## src/design/kvls_pkg.sv

```systemverilog
// Package for the key/value list with search.
// Holds the opcode, status and state codes and the control and search word types.
// No dependencies.
package kvls_pkg;

    localparam int KEY_W  = 32;
    localparam int VAL_W  = 64;
    localparam int HIDX_W = 5;
    localparam int OCNT_W = 6;

    typedef enum logic [1:0] {
        OP_APPEND  = 2'd0,
        OP_PREPEND = 2'd1,
        OP_POP     = 2'd2,
        OP_FIND    = 2'd3
    } kvls_op_t;

    typedef enum logic [1:0] {
        ST_OK    = 2'd0,
        ST_FULL  = 2'd1,
        ST_EMPTY = 2'd2,
        ST_MISS  = 2'd3
    } kvls_status_t;

    typedef enum logic {
        S_IDLE,
        S_SEARCH
    } kvls_state_t;

    // Write control broadcast to every cell
    typedef struct packed {
        logic                    prepend;
        logic                    append;
        logic signed [KEY_W-1:0] key;
        logic [VAL_W-1:0]        value;
    } kvls_ctrl_t;

    // Search word handed from cell to cell
    typedef struct packed {
        logic              valid;
        logic              found;
        logic [HIDX_W-1:0] idx;
        logic [VAL_W-1:0]  value;
    } kvls_srch_t;

endpackage

```

## src/design/kvls_cell.sv

```systemverilog
// One list cell: holds one key/value entry, shifts on prepend, loads on append,
// and passes the search word to its upper neighbor. Depends on kvls_pkg.
module kvls_cell #(
    parameter int INDEX = 0,
    parameter int CNT_W = 6
) (
    input  logic                              clk,
    input  logic                              rst_n,
    input  kvls_pkg::kvls_ctrl_t              ctrl,
    input  logic [CNT_W-1:0]                  count,
    input  logic signed [kvls_pkg::KEY_W-1:0] srch_key,
    input  logic signed [kvls_pkg::KEY_W-1:0] prev_key,
    input  logic [kvls_pkg::VAL_W-1:0]        prev_value,
    input  kvls_pkg::kvls_srch_t              srch_prev,
    output logic signed [kvls_pkg::KEY_W-1:0] held_key,
    output logic [kvls_pkg::VAL_W-1:0]        held_value,
    output kvls_pkg::kvls_srch_t              srch_here
);

    logic signed [kvls_pkg::KEY_W-1:0] key_reg;
    logic [kvls_pkg::VAL_W-1:0]        value_reg;
    kvls_pkg::kvls_srch_t              srch_reg;
    kvls_pkg::kvls_srch_t              srch_next;
    logic                              occupied;
    logic                              at_tail;

    assign occupied = count > CNT_W'(INDEX);
    assign at_tail  = count == CNT_W'(INDEX);

    // Shift up from the lower neighbor on prepend, load the item at the tail on append
    always_ff @(posedge clk)
    begin
        if (ctrl.prepend)
        begin
            key_reg   <= prev_key;
            value_reg <= prev_value;
        end
        else if (ctrl.append && at_tail)
        begin
            key_reg   <= ctrl.key;
            value_reg <= ctrl.value;
        end
    end

    // Claim the search word on the first match, otherwise pass it along
    always_comb
    begin
        srch_next = srch_prev;
        if (srch_prev.valid && !srch_prev.found && occupied && (key_reg == srch_key))
        begin
            srch_next.found = 1'b1;
            srch_next.idx   = kvls_pkg::HIDX_W'(INDEX);
            srch_next.value = value_reg;
        end
    end

    always_ff @(posedge clk or negedge rst_n)
    begin
        if (!rst_n)
        begin
            srch_reg <= '0;
        end
        else
        begin
            srch_reg <= srch_next;
        end
    end

    assign held_key   = key_reg;
    assign held_value = value_reg;
    assign srch_here  = srch_reg;

endmodule

```

## config.mk

```make
export PLATFORM = sky130hd
export DESIGN_NAME = kvls_cell
export DESIGN_NICKNAME = d
export VERILOG_FILES = /design/src/design/kvls_pkg.sv /design/src/design/kvls_cell.sv
export SDC_FILE = /design/constraint.sdc
export NUM_CORES = 1
export LEC_CHECK = 0
export ABC_AREA = 1
export BUFFER_PORTS_ARGS = -buffer_cell sky130_fd_sc_hd__buf_4
export CORE_AREA = 2 2 184 186
export CTS_BUF_LIST = sky130_fd_sc_hd__clkbuf_16
export DETAILED_ROUTE_END_ITERATION = 12
export DIE_AREA = 0 0 186 188
export GPL_TIMING_DRIVEN = 0
export PLACE_DENSITY = 0.55
export SLEW_MARGIN = 10
export SYNTH_ARGS = -nofsm -noshare
export SYNTH_HDL_FRONTEND = slang
export SYNTH_SLANG_ARGS = --single-unit
```

## constraint.sdc

```tcl
create_clock -name clk -period 2.71 [get_ports clk]
set_input_delay 0.813 -clock clk [delete_from_list [all_inputs] [get_ports clk]]
set_output_delay 0.813 -clock clk [all_outputs]
set_load 0.02 [all_outputs]
```

# Word level (Yosys, flattened, before mapping)
# Cells that the tools add are included.
# word_totals
ff_bits	167
in_bits	305
output_inout_bits	167
wordCells	20
# classes
n_lt_le_gt_ge	1
eq_ne	1
n_mux	5
n_reduce_logical	7
# op_table
operator	count
two-way mux 64 bit	2
two-way mux 70 bit	1
two-way mux 32 bit	2
equality test 32 bit	1
greater-than comparator 6 x 1 -> 1 bit (second input constant)	1
logical NOT 6 bit	1
logical AND 1 bit	4
nonzero test 2 bit	1
logical NOT 1 bit	1

# Longest topological paths before layout
# Gate-level depths: netlist of the first run.
# logic_depth
ltp_word	5
mapped_depth	13
ltp_nobuf	11

# Worst setup path after synthesis of the first run
# Ideal clock, no wire load.
# synth_timing
path_type	in2reg
startpoint	input count[1]
endpoint	register key_reg, in the netlist held_key[0], enable pin
setup_ps	683
arrival_ps	7771
t_required_ps	2027
path_slack_ps	-5744
path_stages	3
n_path_buf	0
cell_sequence	nor2_1 > nand3_1 > o21ai_0
# synth_via
elab_chain_len	3
# synth_lines
element	line	text
from (decl)	kvls_cell.sv:10	input logic [CNT_W-1:0] count,
logical NOT 6 bit	kvls_cell.sv:28	assign at_tail = count == CNT_W'(INDEX);
logical AND 1 bit	kvls_cell.sv:38	else if (ctrl.append && at_tail)
nonzero test 2 bit (no line)	n/a	
to (signal assigned)	kvls_cell.sv:35	key_reg <= prev_key;
to (signal assigned)	kvls_cell.sv:40	key_reg <= ctrl.key;
to (decl)	kvls_cell.sv:20	logic signed [kvls_pkg::KEY_W-1:0] key_reg;
# No other way between the ends.
# A chain may end at the register's enable or synchronous reset.

# Worst setup path in the final report of the first run
# layout_timing
startpoint	input ctrl[97] (netlist bit)
endpoint	register value_reg, in the netlist held_value[56], enable pin
# layout_via
elab_chain_len	1
# layout_lines
element	line	text
from (decl)	kvls_cell.sv:9	input kvls_pkg::kvls_ctrl_t ctrl,
nonzero test 2 bit (no line)	n/a	
to (signal assigned)	kvls_cell.sv:36	value_reg <= prev_value;
to (signal assigned)	kvls_cell.sv:41	value_reg <= ctrl.value;
to (decl)	kvls_cell.sv:21	logic [kvls_pkg::VAL_W-1:0] value_reg;
# No other way between the ends.

==> flow_metrics.py, run 1 <==
metrics = {
    "timing": {
        "period_minus_slack_ns": 2.28,
        "max_freq_mhz": 440,
        "clock-skew-final_ns": 0.0106,
        "fin_crit_sh_pct": 84.0,
        "rsz0062_at_grt": "false",
        "drv_slew": 0,
        "setup_violations": 0,
        "relSlewSlack_pct": 33.3,
        "final_hold_viol_count": 0,
        "worst_slew_pin_slew_ns": 1.00,
    },
    "synth": {
        "syn-instance-count": 895,
        "avgSynthCellArea_sq_um": 8.58,
        "synth_seq_cells": 167,
        "seq_area_frac_synth_pct": 60.7,
        "ys_types": 23,
        "yosys_warnings": 0,
        "syn-num-nets": 1200,
        "syn_area_sq_mm": 0.00768,
    },
    "place": {
        "dpl_cell_area_sq_mm": 0.0119,
        "place_hpwl_mm": 25.2,
        "port_buffers": 470,
        "gp_congestion": 0.939,
    },
    "clocking": {
        "clock_path_buffers": 2,
        "cts_root_buf": "clkbuf_16",
        "clkSinkCount": 167,
        "h-tree-depth": 4,
        "postCtsSetupBuffers": 0,
        "cts_tree": "built",
        "cts_buffers": 17,
        "worstSkewPairLatency_ns": 0.43,
        "path_clk_slew_ns": 0.06,
    },
    "floorplan": {
        "die_x_microns": 186,
        "fp.dieArea_sq_mm": 0.0350,
        "io_pins": 472,
        "start_util_pct": 23.2,
        "die_h_microns": 188,
        "rows": 67,
        "core-area_sq_mm": 0.0331,
    },
    "layout": {
        "syn2layout_area_growth_pct": 61.7,
        "final_util_pct": 37.5,
        "diodes": 0,
        "layout_commonest_cell": "nand2_1",
        "final_layout_size_suffix_gt1_share_pct": 38.1,
        "nets": 1692,
        "layout_common_cells": "506 x nand2_1, 476 x buf_4, 96 x edfxtp_1",
        "final_cell_area_sq_mm": 0.0124,
    },
    "route": {
        "drc": 0,
        "drtIter0Drc": 386,
        "wl_per_cell_microns": 17.0,
        "antenna_left": 0,
        "via_per_inst": 4.07,
        "vias": 7522,
        "first_pass_iters": 5,
        "finalWirelength_mm": 31.3,
    },
    "setup_path": {
        "r2r_setup_slack_ns": 0.71,
        "startpoint_type": "primary input",
        "endpoint_kind": "register",
        "arrival_ns": 2.45,
        "worstSetupPathType": "primary input to register",
        "cp_data_required_time_ns": 2.89,
        "path_max_fanout": 23,
    },
    "pwr": {
        "powerDensity_mw_per_mm2": 533,
        "peakVddDrop_uv": 404,
        "p_leak_nw": 6.55,
    },
    "grt": {
        "grt_use_total_pct": 17.6,
        "grt_overflow_total": 0,
        "grt_max_degree": 72,
        "antenna_found_initial": 0,
        "grt_pass1_vias": 7583,
        "grt_pass1_wl_mm": 45.1,
    },
    "hold_path": {
        "hold_path_class": "primary input to register",
    },
    "outcome": {
        "status": "finished, final reports clean",
    },
    "run": {
        "drv_cap": 0,
    },
}
Yosys cell counts:
library cell / n / area (sq um)
edfxtp_1: 96 / 2880
buf_4: 6 / 45.0
xor2_1: 1 / 8.76
buf_1: 3 / 11.3
nor2_1: 29 / 109
clkbuf_1: 18 / 67.6
inv_2: 4 / 15.0
o211ai_1: 1 / 7.51
nor2_2: 3 / 18.8
nand2_2: 1 / 6.26
nand3_1: 67 / 335
buf_8: 6 / 90.1
nand2_1: 506 / 1900
o21ai_0: 1 / 5.00
inv_1: 65 / 244
buf_6: 5 / 56.3
nor3_2: 1 / 10.0
o21ai_1: 2 / 10.0
nand4_2: 1 / 12.5
dfrtp_1: 71 / 1780
buf_2: 3 / 15.0
nor2_8: 1 / 20.0
xnor2_1: 4 / 35.0
critical path, cell delays in order:
cell     delay (ns)
buf_2          0.18
inv_2          0.18
buf_2          0.46
o21ai_4        0.34
buf_16         0.27
buf_12         0.18
through the flow:
stage	hold WS, ns	instances	total power [mW]	setup slack (ns)	TNS [ns]
floorplan	0.517	895	3.61	-0.335	-32.14
global placement	0.493	1813	4.45	-1.55	-147.45
detailed placement	0.495	1817	4.47	-0.659	-48.90
CTS	0.476	1848	6.71	0.347	0
global route	0.475	1848	6.93	0.293	0
finish	0.504	1848	6.62	0.435	0
metal layers:
metal	part of all wire, %	GRT usage (%)
met1	41	21.7
met2	51	30.4
met3	5.8	3.92
met4	2.3	5.78
met5	0	0
final cells by class:
cell class | count | area [sq um]
repair buffers | 474 | 3620
flip-flops and latches | 167 | 4660
inverters | 69 | 259
multi-input cells | 618 | 2520
plain buffers | 40 | 282
fillers | 3445 | 20700
clock inverters | 15 | 88.8
clock buffers | 17 | 425
well taps | 448 | 561
timing repair:
item / in CTS / in global routing
hold buffers: 0 / 0
resized for setup: 0 / 0
endpoints found under the setup margin: 73 / 0
registers in the layout, summed over array words and instances, names as in the netlist:
signal and flops:
srch_here 71, held_value 64, held_key 32
power by group:
| group | total, mW | leakage, nW | switching, mW | internal (mW) |
|---|---|---|---|---|
| Sequential | 3.04 | 1.76 | 0.117 | 2.92 |
| Clock | 2.22 | 0.248 | 1.07 | 1.16 |
| Combinational | 1.36 | 4.54 | 0.719 | 0.642 |
| Total | 6.62 | 6.55 | 1.90 | 4.72 |
path summary, 6_finish.rpt:
check	from	end	depth (start not counted)
min in group asynchronous	rst_n	srch_here[26]$_DFF_PN0_	1
hold reg to reg	held_value[14]$_DFFE_PP_	srch_here[14]$_DFF_PN0_	2
hold / removal	srch_prev[70]	srch_here[70]$_DFF_PN0_	1
max in group asynchronous	rst_n	srch_here[63]$_DFF_PN0_	1
setup / recovery	ctrl[97]	held_value[56]$_DFFE_PP_	6
setup reg to reg	held_key[3]$_DFFE_PP_	srch_here[18]$_DFF_PN0_	11
cell families (layout without fill, tap and decap cells):
logic type / after synthesis / after routing / synth area share [%]
compound gates: 4 / 4 / 0.293
xor+xnor: 5 / 5 / 0.570
buf+inv: 110 / 615 / 7.09
flops: 167 / 167 / 60.7
simple gates: 609 / 609 / 31.4
(Power assumes the default switching activity.)
==> run 2, diff against run 1 <==
--- a/config.mk
+++ b/config.mk
@@ -7,12 +7,12 @@
 export LEC_CHECK = 0
 export ABC_AREA = 1
 export BUFFER_PORTS_ARGS = -buffer_cell sky130_fd_sc_hd__buf_4
-export CORE_AREA = 2 2 184 186
+export CORE_AREA = 2 2 181 183
 export CTS_BUF_LIST = sky130_fd_sc_hd__clkbuf_16
 export DETAILED_ROUTE_END_ITERATION = 12
-export DIE_AREA = 0 0 186 188
+export DIE_AREA = 0 0 183 185
 export GPL_TIMING_DRIVEN = 0
-export PLACE_DENSITY = 0.55
+export PLACE_DENSITY = 0.58
 export SLEW_MARGIN = 10
 export SYNTH_ARGS = -nofsm -noshare
 export SYNTH_HDL_FRONTEND = slang
==> constraint.sdc (replaced) <==
create_clock -name clk -period 2 [get_ports clk]
set_input_delay 0.6 -clock clk [delete_from_list [all_inputs] [get_ports clk]]
set_output_delay 0.6 -clock clk [all_outputs]
set_load 0.02 [all_outputs]
==> flow_metrics.py, run 2 (same netlist as run 1, synthesis figures left out) <==
metrics = {
    "outcome": {
        "status": "finished, final reports clean",
    },
    "timing": {
        "setup_violations": 0,
        "final_hold_viol_count": 0,
        "clock-skew-final_ns": 0.0105,
        "max_freq_mhz": 544,
        "drv_slew": 0,
        "worst_slew_pin_slew_ns": 0.971,
        "rsz0062_at_grt": "false",
        "fin_ws_ns": 0.161,
        "relSlewSlack_pct": 35.3,
        "fin_crit_sh_pct": 91.9,
        "finalSetupTns_ns": 0,
        "period_minus_slack_ns": 1.84,
    },
    "place": {
        "port_buffers": 470,
        "place_hpwl_mm": 25.2,
        "dp.cells": 1777,
        "pre_cts_slack_ns": -1.03,
        "gp_congestion": 0.924,
        "dpl_cell_area_sq_mm": 0.0119,
    },
    "layout": {
        "layout_common_cells": "506 x nand2_1, 480 x buf_4, 96 x edfxtp_1",
        "largest_reg_flops": 71,
        "final_cell_area_sq_mm": 0.0126,
        "layout_commonest_cell": "nand2_1",
        "final_util_pct": 39.2,
        "diodes": 0,
        "finalNonFillerCells": 1814,
        "nets": 1698,
        "final_layout_size_suffix_gt1_share_pct": 39.3,
        "syn2layout_area_growth_pct": 63.5,
    },
    "pwr": {
        "power_frac_seq_pct": 44.0,
        "pwr-share-clk_pct": 36.3,
        "peakVddDrop_uv": 587,
        "powerDensity_mw_per_mm2": 747,
        "p_comb_share_pct": 19.7,
        "p_leak_nw": 6.65,
        "internal_power_mw": 6.70,
        "p_switching_mw": 2.67,
        "p_sw_share_pct": 28.5,
    },
    "setup_path": {
        "startpoint_type": "register",
        "r2r_setup_slack_ns": 0.16,
        "endpoint_kind": "register",
        "worstSetupPathType": "register to register",
        "crit_slowest_cell": "edfxtp_1",
        "crit_top_cell": "nand2_1",
        "timing.rr.end": "srch_here[48]$_DFF_PN0_",
        "path_max_fanout": 10,
        "path_cells": "nand2_1 > nand2_1 > nor2_1 > nand2_1 > inv_1 > nand2_1 > nor2_2 > nand3_4 > buf_8 > buf_6 > nand2_1 > nand2_1",
        "cpPeakStageDelay_ns": 0.43,
        "worstReg2RegStart": "held_key[9]$_DFFE_PP_",
        "cp_data_required_time_ns": 2.33,
        "r2r_cells": 12,
        "arrival_ns": 2.17,
    },
    "floorplan": {
        "die_x_microns": 183,
        "core-area_sq_mm": 0.0320,
        "rows": 66,
        "die_h_microns": 185,
        "start_util_pct": 24.0,
        "io_pins": 472,
        "fp.dieArea_sq_mm": 0.0339,
    },
    "grt": {
        "grt_pass1_vias": 7387,
        "grt_max_degree": 72,
        "grt_overflow_total": 0,
        "grt_pass1_wl_mm": 44.3,
        "grt_use_total_pct": 18.0,
        "antenna_found_initial": 0,
    },
    "clocking": {
        "h-tree-depth": 4,
        "worstSkewPairLatency_ns": 0.45,
        "path_clk_slew_ns": 0.08,
        "clock_path_buffers": 2,
        "cts_tree": "built",
        "cts_buffers": 17,
        "cts_root_buf": "clkbuf_16",
        "clkSinkCount": 167,
    },
    "route": {
        "antenna_left": 0,
        "drtIter0Drc": 386,
        "wl_per_cell_microns": 17.3,
        "via_per_inst": 4.19,
        "vias": 7601,
        "finalWirelength_mm": 31.3,
        "drc": 0,
        "first_pass_iters": 4,
    },
    "hold_path": {
        "min_delay_worst_endpoint": "srch_here[70]$_DFF_PN0_",
        "hold_start": "srch_prev[70]",
        "min_path_cells": 1,
        "hold_path_class": "primary input to register",
    },
    "run": {
        "drv_cap": 0,
    },
}
-- run 2: cell types whose count changed in the layout (fill, tap and decap cells not counted), moves of 2 or more --
| cell | change |
|---|---|
| buf_12 | +4 |
| buf_2 | -2 |
| buf_4 | +4 |
| bufinv_16 | +2 |
| clkbuf_1 | -3 |
| clkbuf_2 | +3 |
| clkinv_1 | -6 |
| clkinvlp_4 | -2 |
| inv_4 | +2 |
| inv_6 | +4 |
| nor2_1 | -3 |
| nor2_2 | +2 |
-- run 2: timing repair --
| action | CTS | global route |
|---|---|---|
| hold buffers | 0 | 0 |
| gates resized for setup | 4 | 13 |
| pin swaps | 0 | 2 |
| buffers inserted | 2 | 4 |
| setup endpoints to repair | 123 | 80 |
-- run 2: final cells by class --
class | instances | area, sq um
well taps | 408 | 510
fillers | 3298 | 19500
clock buffers | 17 | 425
plain buffers | 40 | 298
inverters | 69 | 259
multi-input cells | 618 | 2550
clock inverters | 15 | 161
repair buffers | 480 | 3700
flip-flops and latches | 167 | 4660
-- run 2: how the worst max path moves through the flow --
stage,from,end,slack [ns],depth (start not counted)
after floorplan,count[3],held_key[0]$_DFFE_PP_,-0.83,3
after global placement,count[3],held_value[43]$_DFFE_PP_,-1.95,4
after detailed placement,ctrl[97],held_value[25]$_DFFE_PP_,-1.03,7
after CTS,held_key[28]$_DFFE_PP_,srch_here[44]$_DFF_PN0_,0.02,11
after global routing,held_key[28]$_DFFE_PP_,srch_here[4]$_DFF_PN0_,0.003,11
final,held_key[9]$_DFFE_PP_,srch_here[48]$_DFF_PN0_,0.16,12
-- run 2: metrics by stage --
stage	power, mW	hold WS, ns
floorplan	4.89	0.304
global placement	6.02	0.487
detailed placement	6.05	0.499
CTS	9.48	0.244
global route	9.78	0.245
finish	9.38	0.270
-- run 2: power by group through the flow --
stage	Combinational [mW]	Clock, mW	Sequential (mW)
floorplan	0.403	0	4.49
global placement	1.82	0	4.20
detailed placement	1.86	0	4.20
CTS	1.87	3.49	4.13
global route	2.00	3.63	4.15
finish	1.85	3.40	4.13
-- run 2: critical path: cells and delay by family (launching register included) --
kind                   cells  cell delay (ns)
and+or+nand+nor            9             0.90
DFF                        1             0.43
buffers and inverters      3             0.41
-- run 2: routing by layer --
layer / up-vias / GRT usage (%) / part of all wire, %
li1: 3770 / - / -
met3: 40 / 3.81 / 5.1
met1: 3534 / 22.4 / 42
met2: 257 / 30.6 / 51
met5: - / 0 / 0
met4: 0 / 6.78 / 2.7
==> run 3, diff against run 2 <==
--- a/config.mk
+++ b/config.mk
@@ -7,13 +7,14 @@
 export LEC_CHECK = 0
 export ABC_AREA = 1
 export BUFFER_PORTS_ARGS = -buffer_cell sky130_fd_sc_hd__buf_4
-export CORE_AREA = 2 2 181 183
+export CELL_PAD_IN_SITES_DETAIL_PLACEMENT = 0
+export CELL_PAD_IN_SITES_GLOBAL_PLACEMENT = 2
+export CORE_MARGIN = 1
+export CORE_UTILIZATION = 23
 export CTS_BUF_LIST = sky130_fd_sc_hd__clkbuf_16
 export DETAILED_ROUTE_END_ITERATION = 12
-export DIE_AREA = 0 0 183 185
 export GPL_TIMING_DRIVEN = 0
-export PLACE_DENSITY = 0.58
-export SLEW_MARGIN = 10
+export PLACE_DENSITY = 0.87
 export SYNTH_ARGS = -nofsm -noshare
 export SYNTH_HDL_FRONTEND = slang
 export SYNTH_SLANG_ARGS = --single-unit
==> constraint.sdc (replaced) <==
create_clock -name clk -period 2.1 [get_ports clk]
set_input_delay 0.63 -clock clk [delete_from_list [all_inputs] [get_ports clk]]
set_output_delay 0.63 -clock clk [all_outputs]
set_load 0.02 [all_outputs]
==> flow_metrics.py, run 3 (same netlist as run 1, synthesis figures left out) <==
metrics = {
    "outcome": {
        "status": "finished, final reports clean",
    },
    "grt": {
        "grt_pass1_vias": 7576,
        "antenna_found_initial": 1,
        "grt_use_total_pct": 19.1,
        "grt_max_degree": 72,
        "grt_overflow_total": 0,
        "grt_pass1_wl_mm": 46.6,
    },
    "timing": {
        "fin_ws_ns": 0.0592,
        "finalSetupTns_ns": 0,
        "max_freq_mhz": 490,
        "period_minus_slack_ns": 2.04,
        "worst_slew_pin_slew_ns": 1.00,
        "relSlewSlack_pct": 33.3,
        "rsz0062_at_grt": "false",
        "whs_ns": 0.311,
        "clock-skew-final_ns": 0.0127,
        "final_hold_viol_count": 0,
        "setup_violations": 0,
        "fin_crit_sh_pct": 97.2,
        "drv_slew": 0,
    },
    "clocking": {
        "path_clk_slew_ns": 0.06,
        "cts_buffers": 17,
        "clock_path_buffers": 2,
        "cts_tree": "built",
        "worstSkewPairLatency_ns": 0.44,
        "h-tree-depth": 4,
        "clkSinkCount": 167,
        "cts_root_buf": "clkbuf_16",
        "cts_hold_buffers": 0,
    },
    "route": {
        "first_pass_iters": 5,
        "drc": 0,
        "finalWirelength_mm": 32.9,
        "wl_per_cell_microns": 17.8,
        "via_per_inst": 4.10,
        "vias": 7569,
        "drtIter0Drc": 415,
        "antenna_left": 0,
    },
    "place": {
        "dp.cells": 1810,
        "pre_cts_slack_ns": -1.10,
        "port_buffers": 470,
        "gp_congestion": 0.855,
        "place_hpwl_mm": 25.7,
    },
    "floorplan": {
        "rows": 66,
        "io_pins": 472,
        "start_util_pct": 23.5,
        "die_h_microns": 185,
        "core-area_sq_mm": 0.0327,
        "die_x_microns": 185,
        "fp.dieArea_sq_mm": 0.0341,
    },
    "setup_path": {
        "path_max_fanout": 22,
        "startpoint_type": "primary input",
        "arrival_ns": 2.18,
        "worstSetupPathType": "primary input to register",
        "endpoint_kind": "register",
        "cpPeakStageDelay_ns": 0.25,
        "cp_data_required_time_ns": 2.24,
        "cp_top_family": "buffers and inverters",
        "crit_slowest_cell": "o21ai_4",
        "path_buf_inv": 6,
        "path_cells": "buf_2 > inv_2 > buf_6 > buf_4 > o21ai_4 > buf_12 > buf_12",
        "crit_top_cell": "buf_12",
    },
    "layout": {
        "layout_common_cells": "506 x nand2_1, 478 x buf_4, 96 x edfxtp_1",
        "final_util_pct": 38.3,
        "diodes": 0,
        "finalNonFillerCells": 1845,
        "nets": 1695,
        "layout_commonest_cell": "nand2_1",
        "largest_reg_flops": 71,
        "syn2layout_area_growth_pct": 62.9,
        "final_layout_size_suffix_gt1_share_pct": 39.0,
        "fillers": 3419,
    },
    "pwr": {
        "p_leak_nw": 6.61,
        "peakVddDrop_uv": 536,
        "powerDensity_mw_per_mm2": 702,
    },
    "run": {
        "drv_cap": 0,
    },
    "hold_path": {
        "hold_path_class": "primary input to register",
    },
}
==> run 3: metal layers <==
metal	track usage, %	wire (microns)
met5	0	13
met4	7.07	758
met3	4.11	1880
met2	32.6	16700
met1	23.5	13500
==> run 3: path summary, 6_finish.rpt <==
kind                                           from                       end  slack [ns]  cells past startpoint
max in group asynchronous                     rst_n    srch_here[5]$_DFF_PN0_        1.10                      1
max                                        ctrl[97]  held_value[48]$_DFFE_PP_        0.06                      7
max reg2reg                  held_key[20]$_DFFE_PP_    srch_here[5]$_DFF_PN0_        0.22                     10
min in group asynchronous                     rst_n   srch_here[43]$_DFF_PN0_        0.35                      1
min reg2reg                held_value[52]$_DFFE_PP_   srch_here[52]$_DFF_PN0_        0.51                      2
min                                   srch_prev[70]   srch_here[70]$_DFF_PN0_        0.31                      1
==> run 3: final cells by class <==
type | instances | area (sq um) | area share (%)
Sequential cell | 167 | 4660 | 37.2
Clock buffer | 19 | 475 | 3.80
Clock inverter | 13 | 90.1 | 0.720
Tap cell | 442 | 553 | 4.42
Buffer | 41 | 305 | 2.44
Multi-Input combinational cell | 619 | 2540 | 20.3
Timing Repair Buffer | 475 | 3630 | 29.0
Inverter | 69 | 259 | 2.07
==> run 3: what timing repair did <==
action                     4_1_cts  5_1_grt
buffers inserted                 0        1
setup endpoints to repair       96       63
gates resized for setup          4       11
hold endpoints to repair         0        0
gates cloned                     2        0
==> run 3: worst reg2reg max path, cell delays in order (launching register included) <==
cell and delay [ns]:
edfxtp_1 0.41, nand2_1 0.09, nand2_1 0.09, nor2_2 0.19
nand2_1 0.10, nor2_2 0.12, nand2_2 0.09, nor2_8 0.32
buf_8 0.19, nand3_1 0.12, nand2_1 0.10
==> run 3: per-stage QoR <==
stage                     total power, mW  cell area, sq um
after floorplan                      4.66              7730
after global routing                 9.16             12500
after global placement               5.74             11800
final                                8.78             12500
after detailed placement             5.76             11900
after CTS                            8.88             12500
==> run 3: power by group <==
part           switching, mW  total [mW]  leakage, nW  internal, mW
combinational          0.935        1.77         4.57         0.834
sequential             0.154        3.92         1.76          3.77
clock                   1.43        3.09        0.278          1.66
total                   2.52        8.78         6.61          6.26
